File: config.mk
export PLATFORM = sky130hd
export DESIGN_NAME = scnru_ram
export DESIGN_NICKNAME = d
export VERILOG_FILES = /design/src/sv/scnru_ram.sv
export SDC_FILE = /design/constraint.sdc
export NUM_CORES = 1
export LEC_CHECK = 0
export ABC_AREA = 1
export BUFFER_PORTS_ARGS = -buffer_cell sky130_fd_sc_hd__buf_2
export CAP_MARGIN = 10
export CORE_ASPECT_RATIO = 1.25
export CORE_MARGIN = 10
export CORE_UTILIZATION = 55
export DETAILED_ROUTE_END_ITERATION = 6
export PLACE_DENSITY = 0.79
export SLEW_MARGIN = 10
export SYNTH_ARGS = -nofsm -noshare
export SYNTH_HDL_FRONTEND = slang
export SYNTH_SLANG_ARGS = --single-unit
File: constraint.sdc
create_clock -name i_clk -period 1.4 [get_ports i_clk]
set_input_delay 0.14 -clock i_clk [delete_from_list [all_inputs] [get_ports i_clk]]
set_output_delay 0.14 -clock i_clk [all_outputs]
set_load 0.02 [all_outputs]
File: src/sv/scnru_ram.sv
// Generic single-write, single-read RAM with a registered read port.
// No dependencies; width and depth come from parameters.
`timescale 1ns / 1ps
`default_nettype none

module scnru_ram #(
    parameter int WIDTH = 8,
    parameter int DEPTH = 16
) (
    input  wire                             i_clk,
    input  wire                             i_we,
    input  wire [$clog2(DEPTH)-1:0]         i_waddr,
    input  wire [WIDTH-1:0]                 i_wdata,
    input  wire                             i_re,
    input  wire [$clog2(DEPTH)-1:0]         i_raddr,
    output logic [WIDTH-1:0]                o_rdata
);

    logic [WIDTH-1:0] r_mem [DEPTH];

    // Write port
    always_ff @(posedge i_clk) begin
        if (i_we) begin
            r_mem[i_waddr] <= i_wdata;
        end
    end

    // Registered read port, holds while not enabled
    always_ff @(posedge i_clk) begin
        if (i_re) begin
            o_rdata <= r_mem[i_raddr];
        end
    end

endmodule : scnru_ram

`default_nettype wire

---- After elaboration in Yosys (flattened, before gate mapping) ----
Memory sizes are Yosys's and may differ from the RTL's. A register that Yosys moved wholly into a read port is not among the register bits.
Index checks and enable logic that the tools add are counted.
cells by class
  multiplexer cells ....................... 2
operators by type and width
  operator           count
  two-way mux 1 bit  2
storage, ports and cells
  bits in registers ....................... 0
  bits in writable memories ............... 128
  bits of input ports ..................... 19
  output and inout port bits .............. 8
  memories kept ........................... 1
memory list
  memory  depth  bits a word  read ports  clocked after memory_dff  wr ports  RTL line  source
  r_mem   16     8            1           1                         1         19        logic [WIDTH-1:0] r_mem [DEPTH];

---- Logic depth before layout (Yosys ltp) ----
Gate-level depths: netlist of run 1.
  depth in word-level cells ............... 2
  depth in mapped cells ................... 8
  depth with buffers taken out ............ 7

---- Worst setup path after synthesis of run 1 ----
No wires, ideal clock.
  kind .................................... input -> register
  start point ............................. in i_waddr[2]
  end point ............................... mem r_mem[10][0] (enable)
  arrival time ............................ 0.721 ns
  path slack .............................. 0.309 ns
  stages on the path ...................... 2
  path buffers ............................ 0
  cell sequence ........................... nand3b_1 > nor2_1
RTL lines
  what         RTL line  source
  from (decl)  12        input wire [$clog2(DEPTH)-1:0] i_waddr,
  to (decl)    19
No word-level cell before the write port.

==> flow_summary.toml, run 1 <==
[run_status]
status = "complete, no violations"

[power]
internal_power_mw = 7.15
total_power_mw = 9.07
switching_share = 0.212
p_sw_mw = 1.92
clockPowerShare = 0.428
p_leak_nw = 2.91
comb_power_share = 0.063
vdd_drop_max_mv = 0.840
p_per_area_nw_per_um2 = 1350
seq_power_share = 0.509

[yosys]
synth_area_leader_cell = "edfxtp_1"
synth_seq_cells = 136
synth_top_area_share = 0.698
syn_nets = 570
yosys_warnings = 0
seq_area_frac_synth = 0.698
syn_inst = 551
yosysUniqueCellTypes = 11
synthTopCellsByArea = "edfxtp_1 70%, nand2_1 11%, nand3_1 8.3%, inv_1 6.4%, buf_6 1.2%"
netlist_area_um2 = 5850
syn_area_per_cell_um2 = 10.6

[die]
pin_count = 27
die_area_um2 = 15200
die_h_um = 135
start_util = 0.556
core.rowCount = 42
core_um2 = 10500
die_x_um = 112

[drt]
wl_per_cell_um = 16.8
vias = 3892
drtIter0Drc = 392
dr.pass1.iters = 6
remaining_drc_errors = 0
viasPerCell = 5.27
totalWireLength_mm = 12.4
final_antenna_net_count = 0

[layout]
n_antenna_cell = 0
n_fill_cell = 780
drive_gt1_frac = 0.125
final_nets = 614
area.growth.synth_to_final_pct = 14.7
multiInputGateArea_um2 = 1210
seq_area_um2 = 4080

[clock_tree]
root_buffer = "clkbuf_16"
cts-htree-levels = 4
hold_buffers = 0
cts_buffers = 17
clkTransAtPathRegs_ns = 0.05
tritoncts = "done"
ctsResizeCount = 0
clockBufferDepth = 2
clk_latency_ns = 0.41
post_cts_buffers = 0
cts_sinks = 136

[critical_path]
critPathCaptureType = "flop"
crit_required_ns = 1.56
crit_type = "flop to flop"
crit_fanout = 1
ff2ff_path_depth = 6
critPathArrivalTime_ns = 1.36
cp-start-kind = "flop"

[global_routing]
grt_pass1_vias = 3821
overflow = 0
grt_pass1_wl_mm = 19.7
grt_max_degree = 65
grt_antenna_before_repair = 0
grtUsageTotal = 0.170

[hold_path]
holdCritPathClass = "input pin to flop"
hold_depth = 1

[timing]
fmax_ghz = 0.830
rsz0062_at_grt = "no"
layout_min_cycle_time_ns = 1.21
finalClockSkew_ns = 0.00495
finalHoldViolCount = 0
max_slew_margin = 0.608
tightest_slew_ns = 0.587
setup_tns_ns = 0
finalSetupViolations = 0
finalMaxSlewViolations = 0
fin_crit_sh = 0.861

[job]
drv_cap = 0

[placed_design]
dp_hpwl_mm = 8.05
routabilityCongestion = 0.886
portBuffers = 26
==> metal layers <==
metal	track usage	wire length, um	part of all wire
met5	0	0	0
met4	0.0932	384	0.031
met3	0.0421	748	0.060
met2	0.299	6550	0.53
met1	0.184	4740	0.38
==> layout by cell type, fill, tap and decap left out, drive strengths merged <==
master    count
buf          49
bufinv        1
clkbuf       20
clkinv        7
clkinvlp      3
edfxtp      136
inv         102
nand2       173
nand3        97
nand3b        2
nor2         17
==> sequential cells by signal, summed over array words and instances, names as in the netlist <==
signal and count:
r_mem 128, o_rdata 8
==> worst max-delay path, stage by stage, from the launching register on <==
cell and delay (ns):
edfxtp_1 0.36, inv_1 0.07, nand2_1 0.05, nand3_1 0.08
nand3_1 0.16, nand3_1 0.16, nand2_1 0.09
==> power groups by stage <==
stage,Sequential (mW),Clock (mW),Combinational (mW)
2_1_floorplan,4.72,0,0.322
3_3_place_gp,4.70,0,0.557
3_5_place_dp,4.70,0,0.568
4_1_cts,4.62,3.93,0.574
5_1_grt,4.62,4.11,0.636
6_report,4.62,3.88,0.573
==> final cells by class <==
cell class / count / area share
Timing Repair Buffer: 49 / 0.0507
Clock inverter: 11 / 0.0125
Tap cell: 132 / 0.0246
Sequential cell: 136 / 0.609
Inverter: 102 / 0.0571
Multi-Input combinational cell: 289 / 0.181
Clock buffer: 20 / 0.0651
==> final timing paths <==
path,start,endpoint,slack (ns)
hold reg to reg,r_mem[7][2]$_DFFE_PP_,o_rdata[2]$_DFFE_PP_,0.75
setup / recovery,r_mem[5][1]$_DFFE_PP_,o_rdata[1]$_DFFE_PP_,0.19
setup reg to reg,r_mem[5][1]$_DFFE_PP_,o_rdata[1]$_DFFE_PP_,0.19
hold / removal,i_re,o_rdata[1]$_DFFE_PP_,0.11
==> per-stage QoR <==
step | area, um2 | std cells | hold slack, ns | utilization | setup WS, ns
CTS | 6710 | 739 | 0.0913 | 0.638 | 0.213
floorplan | 5850 | 551 | 0.239 | - | 0.309
global placement | 6190 | 708 | 0.521 | 0.589 | 0.0354
global route | 6710 | 739 | 0.0932 | 0.638 | 0.125
detailed placement | 6190 | 708 | 0.526 | 0.589 | 0.0264
finish | 6710 | 739 | 0.106 | 0.638 | 0.195
==> Yosys cell counts, drive strengths merged <==
cell type and number:
nand3 97, inv 102, nor2 17, buf 24, nand2 173, nand3b 2, edfxtp 136
==> cells by family after synthesis <==
| group | Yosys count | share of synthesized area |
|---|---|---|
| AND/OR/NAND/NOR | 289 | 0.208 |
| flip-flops | 136 | 0.698 |
| buffers and inverters | 126 | 0.0939 |
Note: power is estimated with default switching activity, not from simulation.
==> run 2, diff against run 1 <==
--- a/config.mk
+++ b/config.mk
@@ -12,7 +12,7 @@
 export CORE_MARGIN = 10
 export CORE_UTILIZATION = 55
 export DETAILED_ROUTE_END_ITERATION = 6
-export PLACE_DENSITY = 0.79
+export PLACE_DENSITY = 0.73
 export SLEW_MARGIN = 10
 export SYNTH_ARGS = -nofsm -noshare
 export SYNTH_HDL_FRONTEND = slang
==> flow_summary.toml, run 2 (synthesis results as in run 1) <==
[layout]
layout_commonest_cell = "nand2_1"
final_nets = 618
multiInputGateArea_um2 = 1210
fin_cells = 744
area.growth.synth_to_final_pct = 17.3
seq_area_um2 = 4080
largest_register = "r_mem"
drive_gt1_frac = 0.137
n_fill_cell = 789
n_antenna_cell = 0
largest_reg_flops = 128
reg.largest.list = "r_mem (128), o_rdata (8)"
mostFrequentLayoutCells = "173 x nand2_1, 136 x edfxtp_1, 100 x inv_1, 97 x nand3_1, 26 x buf_2"

[timing]
finalHoldViolCount = 0
tightest_slew_ns = 0.612
setup_tns_ns = 0
max_slew_margin = 0.592
finalSetupViolations = 0
finalMaxSlewViolations = 0
fmax_ghz = 0.832
fin_crit_sh = 0.859
rsz0062_at_grt = "no"
layout_min_cycle_time_ns = 1.20
finalClockSkew_ns = 0.00947

[critical_path]
cp-start-kind = "flop"
crit_required_ns = 1.57
critPathCaptureType = "flop"
crit_fanout = 1
crit_type = "flop to flop"
critPathArrivalTime_ns = 1.37

[clock_tree]
tritoncts = "done"
clk_latency_ns = 0.42
cts_buffers = 17
ctsResizeCount = 0
root_buffer = "clkbuf_16"
cts_sinks = 136
hold_buffers = 0
cts-htree-levels = 4
post_cts_buffers = 0
clkTransAtPathRegs_ns = 0.06
clockBufferDepth = 2

[global_routing]
overflow = 0
grt_pass1_vias = 3862
grtUsageTotal = 0.177
grt_max_degree = 46
grt_antenna_before_repair = 0
grt_pass1_wl_mm = 20.5

[die]
die_h_um = 135
core_um2 = 10500
pin_count = 27
die_area_um2 = 15200
die_x_um = 112
core.rowCount = 42
start_util = 0.556

[drt]
wl_met2_mm = 6.79
drtIter0Drc = 406
top_layer_used = "met4"
viasPerCell = 5.32
wl_met3_um = 957
wl_per_cell_um = 17.7
totalWireLength_mm = 13.2
final_antenna_net_count = 0
vias = 3955
dr.pass1.iters = 5
remaining_drc_errors = 0
wl_met1_mm = 5.03

[power]
p_leak_nw = 3.00
p_per_area_nw_per_um2 = 1480
vdd_drop_max_mv = 1.24

[hold_path]
holdCritPathClass = "input pin to flop"

[run_status]
status = "complete, no violations"

[placed_design]
portBuffers = 26
dp_hpwl_mm = 8.33
placedCellCount = 712
routabilityCongestion = 0.880

[job]
drv_cap = 0
[run 2: stage by stage]
stage / area [um2] / hold WS, ns / total power, mW / worst slack (ns) / util
6_report: 6860 / 0.0914 / 10.1 / 0.198 / 0.653
5_1_grt: 6860 / 0.0807 / 10.4 / 0.141 / 0.653
4_1_cts: 6860 / 0.0736 / 10.2 / 0.225 / 0.653
3_5_place_dp: 6200 / 0.511 / 5.28 / 0.0255 / 0.590
3_3_place_gp: 6200 / 0.505 / 5.27 / 0.0412 / 0.590
2_1_floorplan: 5850 / 0.239 / 5.04 / 0.309 / -
[run 2: cell type report]
class	instances	area share
clock buffers	18	0.0626
clock inverters	14	0.0332
inverters	102	0.0558
multi-input cells	289	0.177
flip-flops and latches	136	0.595
well taps	132	0.0241
repair buffers	53	0.0522
[run 2: final timing paths]
check	start	to	slack (ns)	depth (start not counted)
worst max register to register	r_mem[4][2]$_DFFE_PP_	o_rdata[2]$_DFFE_PP_	0.20	6
worst max-delay path	r_mem[4][2]$_DFFE_PP_	o_rdata[2]$_DFFE_PP_	0.20	6
worst min register to register	r_mem[11][4]$_DFFE_PP_	o_rdata[4]$_DFFE_PP_	0.76	6
worst min-delay path	i_re	o_rdata[3]$_DFFE_PP_	0.09	1
[run 2: critical path, stage by stage (launching register included)]
cell and delay, ns:
edfxtp_1 0.37, inv_1 0.06, nand2_1 0.05, nand3_1 0.08, nand3_1 0.17, nand3_1 0.15, nand2_1 0.09
[run 2: report_power, final]
group / switching (mW) / total, mW / internal [mW]
combinational: 0.418 / 0.592 / 0.174
sequential: 0.0252 / 4.61 / 4.59
clock: 1.59 / 4.91 / 3.32
total: 2.04 / 10.1 / 8.08
[run 2: per-layer routing]
layer	vias up	GRT usage
met4	0	0.0798
met5	-	0
met2	175	0.307
met1	1874	0.204
met3	29	0.0434
li1	1877	-
